===== src/hw/rtl/rvalu_pkg.sv =====
// Shared types, constants and decode helpers for the RV32IM integer ALU.
package rvalu_pkg;

  localparam int XLEN        = 32;
  localparam int QUEUE_DEPTH = 4;
  // Entry stage, 32 divide steps, one finishing stage.
  localparam int PIPE_STAGES = XLEN + 2;

  typedef enum logic [4:0] {
    OP_ADD    = 5'd0,
    OP_SUB    = 5'd1,
    OP_SLL    = 5'd2,
    OP_SLT    = 5'd3,
    OP_SLTU   = 5'd4,
    OP_XOR    = 5'd5,
    OP_SRL    = 5'd6,
    OP_SRA    = 5'd7,
    OP_OR     = 5'd8,
    OP_AND    = 5'd9,
    OP_MUL    = 5'd10,
    OP_MULH   = 5'd11,
    OP_MULHSU = 5'd12,
    OP_MULHU  = 5'd13,
    OP_DIV    = 5'd14,
    OP_DIVU   = 5'd15,
    OP_REM    = 5'd16,
    OP_REMU   = 5'd17,
    OP_NONE   = 5'd31
  } op_t;

  typedef struct packed {
    op_t              op;
    logic [XLEN-1:0]  a;
    logic [XLEN-1:0]  b;
  } dec_t;

  // What the queue head shows to the execute side.
  typedef struct packed {
    logic valid;
    dec_t item;
  } head_t;

  typedef struct packed {
    logic             valid;
    op_t              op;
    logic             special;
    logic             neg_q;
    logic             neg_r;
    logic [XLEN-1:0]  res;
    logic [XLEN-1:0]  rem;
    logic [XLEN-1:0]  quo;
    logic [XLEN-1:0]  dvd;
    logic [XLEN-1:0]  dvs;
  } stage_t;

  function automatic op_t decode(input logic [4:0] cmd);
    op_t op;
    case (cmd)
      5'd0:    op = OP_ADD;
      5'd1:    op = OP_SUB;
      5'd2:    op = OP_SLL;
      5'd3:    op = OP_SLT;
      5'd4:    op = OP_SLTU;
      5'd5:    op = OP_XOR;
      5'd6:    op = OP_SRL;
      5'd7:    op = OP_SRA;
      5'd8:    op = OP_OR;
      5'd9:    op = OP_AND;
      5'd10:   op = OP_MUL;
      5'd11:   op = OP_MULH;
      5'd12:   op = OP_MULHSU;
      5'd13:   op = OP_MULHU;
      5'd14:   op = OP_DIV;
      5'd15:   op = OP_DIVU;
      5'd16:   op = OP_REM;
      5'd17:   op = OP_REMU;
      default: op = OP_NONE;
    endcase
    return op;
  endfunction

  function automatic logic is_mul(input op_t op);
    return (op == OP_MUL) || (op == OP_MULH) || (op == OP_MULHSU) || (op == OP_MULHU);
  endfunction

  function automatic logic is_div(input op_t op);
    return (op == OP_DIV) || (op == OP_DIVU) || (op == OP_REM) || (op == OP_REMU);
  endfunction

endpackage


===== src/hw/rtl/rvalu_front.sv =====
// Front end: accepts items, decodes the command and queues them for execution.
module rvalu_front
  import rvalu_pkg::*;
#(
  parameter int QDEPTH = QUEUE_DEPTH
) (
  input  logic             clk,
  input  logic             rst,
  input  logic             push,
  output logic             full,
  input  logic [4:0]       command,
  input  logic [XLEN-1:0]  operand_a,
  input  logic [XLEN-1:0]  operand_b,
  output head_t            head,
  input  logic             take
);

  localparam int PW = (QDEPTH > 1) ? $clog2(QDEPTH) : 1;
  localparam int CW = $clog2(QDEPTH + 1);

  dec_t            q [QDEPTH];
  logic [PW-1:0]   wr_ptr;
  logic [PW-1:0]   rd_ptr;
  logic [CW-1:0]   cnt;
  logic            do_push;
  logic            do_pop;

  assign full    = (cnt == CW'(QDEPTH));
  assign do_push = push && !full;
  assign do_pop  = take && (cnt != '0);

  assign head.valid = (cnt != '0);
  assign head.item  = q[rd_ptr];

  always_ff @(posedge clk) begin
    if (do_push) begin
      q[wr_ptr] <= '{op: decode(command), a: operand_a, b: operand_b};
    end
  end

  always_ff @(posedge clk) begin
    if (rst) begin
      wr_ptr <= '0;
      rd_ptr <= '0;
      cnt    <= '0;
    end else begin
      if (do_push) begin
        wr_ptr <= (wr_ptr == PW'(QDEPTH - 1)) ? '0 : wr_ptr + 1'b1;
      end
      if (do_pop) begin
        rd_ptr <= (rd_ptr == PW'(QDEPTH - 1)) ? '0 : rd_ptr + 1'b1;
      end
      cnt <= cnt + CW'(do_push) - CW'(do_pop);
    end
  end

endmodule


===== config.mk =====
export PLATFORM = sky130hd
export DESIGN_NAME = rvalu_front
export DESIGN_NICKNAME = d
export VERILOG_FILES = /design/src/hw/rtl/rvalu_pkg.sv /design/src/hw/rtl/rvalu_front.sv
export SDC_FILE = /design/constraint.sdc
export NUM_CORES = 1
export LEC_CHECK = 0
export BUFFER_PORTS_ARGS = -buffer_cell sky130_fd_sc_hd__buf_2
export CAP_MARGIN = 20
export CORE_MARGIN = 10
export CORE_UTILIZATION = 40
export DETAILED_ROUTE_END_ITERATION = 16
export PLACE_DENSITY = 0.67
export REMOVE_ABC_BUFFERS = 1
export SYNTH_ARGS = -nofsm -noshare
export SYNTH_HDL_FRONTEND = slang
export SYNTH_SLANG_ARGS = --single-unit

===== constraint.sdc =====
create_clock -name clk -period 2.2 [get_ports clk]
set_input_delay 0 -clock clk [delete_from_list [all_inputs] [get_ports clk]]
set_output_delay 0 -clock clk [all_outputs]
set_load 0.01 [all_outputs]

# ---- After elaboration in Yosys (flattened, before gate mapping)
# Memory sizes are Yosys's and may differ from the RTL's. A register that Yosys moved wholly into a read port is not among the register bits.
# Cells that the tools add are included.
dict set report totals {
  reg_bits 7
  ram_bits 276
  romBits 160
  out_inout_bits 71
  wordCells 23
  memories 2
}
dict set report classes {
  add_sub_neg 4
  eq_ne 3
  n_mux 7
  reduce_logical 4
}
# name words width read_ports rd_ports_with_merged_regs wr line_no
set memory_table {}
lappend memory_table {q 4 69 1 1 1 rvalu_front.sv:21} ;# dec_t q [QDEPTH];
lappend memory_table {{(name not given)} 32 5 1 0 0 rvalu_pkg.sv:58} ;# case (cmd)
# op count
set ops {}
lappend ops {{$mux W2} 4}
lappend ops {{$mux W5} 1}
lappend ops {{$add A2 B1 Y2 const B} 2}
lappend ops {{$eq A2 B2 Y1 const B} 2}
lappend ops {{$add A3 B1 Y3} 1}
lappend ops {{$eq A3 B3 Y1 const B} 1}
lappend ops {{$reduce_bool A3 Y1} 1}
lappend ops {{$sub A3 B1 Y3} 1}
lappend ops {{$logic_and A1 B1 Y1} 2}
lappend ops {{$mux W1} 2}
lappend ops {{$logic_not A1 Y1} 1}

# ---- Depth between registers and ports, before layout
dict set report depth {
  ltp_word 5
  mapped_depth 12
}

# ---- Least setup slack after synthesis
# No wires, ideal clock.
dict set report synth_path {
  kind {reg-to-reg}
  start {register cnt[1]}
  end {register cnt[2]}
  setup_ps 78
  arrival_ps 2269
  t_required_ps 2122
  setup_slack_ps -146
  path_stages_with_launch 13
  path_buffers 1
  period_less_slack_ps 2346
  path_cell_list {dfxtp_1 > or3b_1 > buf_6 > and2_4 > inv_1 > ha_1 > inv_1 > ha_1 > inv_1 > fa_1 > xor2_1 > and2_1 > nor3_1}
}
dict set report synth_between {
  elab_chain_cells 5
}
# item line_no
set synth_lines {}
lappend synth_lines {{from (decl)} rvalu_front.sv:24} ;# logic [CW-1:0] cnt;
lappend synth_lines {{from (signal assigned)} rvalu_front.sv:53} ;# cnt <= cnt + CW'(do_push) - CW'(do_pop);
lappend synth_lines {{$eq A3 B3 Y1} rvalu_front.sv:28} ;# assign full = (cnt == CW'(QDEPTH));
lappend synth_lines {{$logic_not A1 Y1} rvalu_front.sv:29} ;# assign do_push = push && !full;
lappend synth_lines {{$logic_and A1 B1 Y1} rvalu_front.sv:29}
lappend synth_lines {{$add A3 B1 Y3} rvalu_front.sv:53}
lappend synth_lines {{$sub A3 B1 Y3 (*)} rvalu_front.sv:53}
# Every way passes the cells marked *; elsewhere a longest branch is shown, timed or not.
# A chain may end at the register's enable or synchronous reset.

# ---- Final worst setup path
# Ends and elaborated chain as after synthesis.

==> metrics <==
status=finished, final reports clean; remaining global-route overflow=0; Setup violations, final=0; Die Wd=182 um; Cell Area, Synth=10,500 um2; Worst Setup SP=cnt[1]; synth warn=0; largest family of logic cells by synthesized area=multiplexers; Yosys reg bits=285; gr usage total=0.121; Synth top area share=0.791; post-synthesis mux area share=0.149; Max H-tree Level=1; final worst slack=0.0493 ns; area of the multi-input gates=1950 um2; Netlist cell types=28; routed length per instance=around 20 um; internal reg-to-reg setup slack=0.05 ns; final std cell area, no fill=around 13,000 um2; simple-gate portion of the synthesized area=0.0128; Min-Delay Startpoint=operand_a[6]; dpl hpwl=around 12,000 um; Vias/cell=4.93; die area=between 30,000 and 40,000 um2; Post-Synth XOR/XNOR Area=0.000836; reg2reg start=cnt[1]; Relative slew margins=0.611; final worst-path cycle share=0.978; clock tree buffer depth=3; Worst Reg-to-Reg Cells=11; Hold Vio Cnt, Final=0; Max-Cap Viols=0; hold-critical path depth=2; initial antenna violation count=0; # IOs=144; CTS Sinks=285; Final nets=around 750; post-synthesis sequential area ratio=0.808; worst-path maximum fanout=2; pwr/cell area=1100 nW/um2; first-pass GRT wire length=~32,000 um; Initial Util=0.404; CTS clk-pin slew, worst paths=roughly 0.060 ns; I/O Buffers=143; First-pass DRT Iterations=5; syn_area_per_cell=24.9 um2; CP Class=register to register; Register Area=8480 um2; Max Slew Vio Count=0; post-synth top area cell=edfxtp_1; placed cell area=11,600 um2; Antenna Nets Post-Route=0; Syn Inst Count=420; Worst Path Arrival=2.57 ns; type of origin of the critical path=register; Place WS=-0.118 ns; utilization after layout=0.519; CORE AREA=25,900 um2; Clock Skews=0.0149 ns; total CTS buffers=28; # rows=59; layout cells sized above 1=0.429; Post-synth EDFFs=276; Lkg Pwr=around 0.0046 uW; Die H=182 um; count leader, synth=edfxtp_1; dominant cells by area after synthesis=edfxtp_1 (79%), mux4_2 (15%), dfxtp_1 (1.7%), ha_1 (0.84%), buf_6 (0.43%); post-synthesis adder-cell area fraction=0.0103; synth cell count leaders=edfxtp_1 (276), mux4_2 (69), dfxtp_1 (9), buf_2 (8); total wire length=approximately 20,000 um; hold path endpoint=q[1][38]; CTS tree=done; area delta synth->final=28.4%; Vias=approximately 5,000; largest net degree at the start of global routing=70; vias in the first global route=~5,900; drt drc=0; initial drt markers=328; Tightest Pin Transition=approximately 0.6 ns; n_diodes=0; post-synthesis compound-gate area fraction=0.00573; VDD IR max=0.783 mV; clk root buf=clkbuf_16; fin crit period=about 2.2 ns; Min-Delay Path Class=primary input to register; GPL Wtd Cong=about 0.71; r2r endpoint=cnt[2]; Worst Path Required=between 2 and 3 ns; fmax=465 MHz; Fill cells=~2,000; clk_lat worst skew=0.53 ns; ys async rst share=0; Worst Setup End Kind=register; Primary FF master, synth=edfxtp_1
-- repair_timing --
item | CTS | global route
hold buffers | 74 | 0
gates resized for setup | 10 | 5
setup endpoints to repair | 1 | 1
pin swaps | 6 | 4
setup buffers | 0 | 1
hold endpoints to repair | 285 | 0
-- cell families after synthesis --
logic type,Yosys count
AO/OA/AOI/OAI,9
XOR/XNOR,1
adder cells (fa/ha/maj),8
buffers and inverters,25
flip-flops,285
multiplexers,70
AND/OR/NAND/NOR,22
-- worst max path at each step --
stage,to,slack (ns),cells past startpoint
finish,cnt[2],0.05,11
global route,cnt[2],-0.01,11
detailed placement,cnt[2],-0.12,11
global placement,cnt[2],-0.03,11
CTS,cnt[2],0.006,11
floorplan,head[0],-1.41,1
-- critical path, stage by stage (launching register included) --
cell and delay, ns:
dfxtp_1 0.31, or3b_4 0.40, and2_4 0.15, inv_2 0.06, ha_4 0.20, inv_2 0.06
ha_4 0.12, inv_2 0.03, fa_2 0.36, xor2_2 0.16, nor2_1 0.14, nor3_2 0.06
-- power by group --
group / switching (uW) / internal (uW)
registers: 174 / 6640
logic: 1700 / 1640
clock network: 1900 / 2710
total: 3780 / 11000
-- registers in the layout (all words and copies together) (netlist names), named ones only --
name and flops:
cnt 3, rd_ptr 2, wr_ptr 2, q 276
-- layout make-up --
type	instances	area share
multi-input cells	110	0.145
repair buffers	233	0.124
clock inverters	17	0.0106
inverters	7	0.00195
well taps	335	0.0312
clock buffers	35	0.0571
flip-flops and latches	285	0.631
-- cell usage in the layout, fill, tap and decap left out, types with 4 or more instances in the layout --
master,count
edfxtp_1,276
buf_2,143
dlygate4sd3_1,74
mux4_2,69
clkbuf_16,29
buf_4,9
clkinv_2,8
buf_12,7
ha_1,5
dfxtp_1,5
nand2b_1,4
inv_1,4
and3_4,4
clkbuf_1,4
-- metrics by stage --
stage,setup TNS (ns),hold WS (ns),std cells,power [uW]
6_report,0,0.217,1022,14800
5_1_grt,-0.0114,0.215,1022,15500
4_1_cts,0,0.195,1017,14900
3_5_place_dp,-0.118,0.220,891,10200
3_3_place_gp,-0.0327,0.210,891,10100
2_1_floorplan,-97.72,0.0667,402,8830
-- per-layer routing --
layer	track usage	vias to the layer above	wire length (um)	share of wire
met5	0	-	0	0
met4	0.0290	0	278	0.014
met3	0.0326	30	1170	0.058
met2	0.209	126	10300	0.51
met1	0.146	2614	8440	0.42
li1	-	2271	-	-
(Power assumes the default switching activity.)
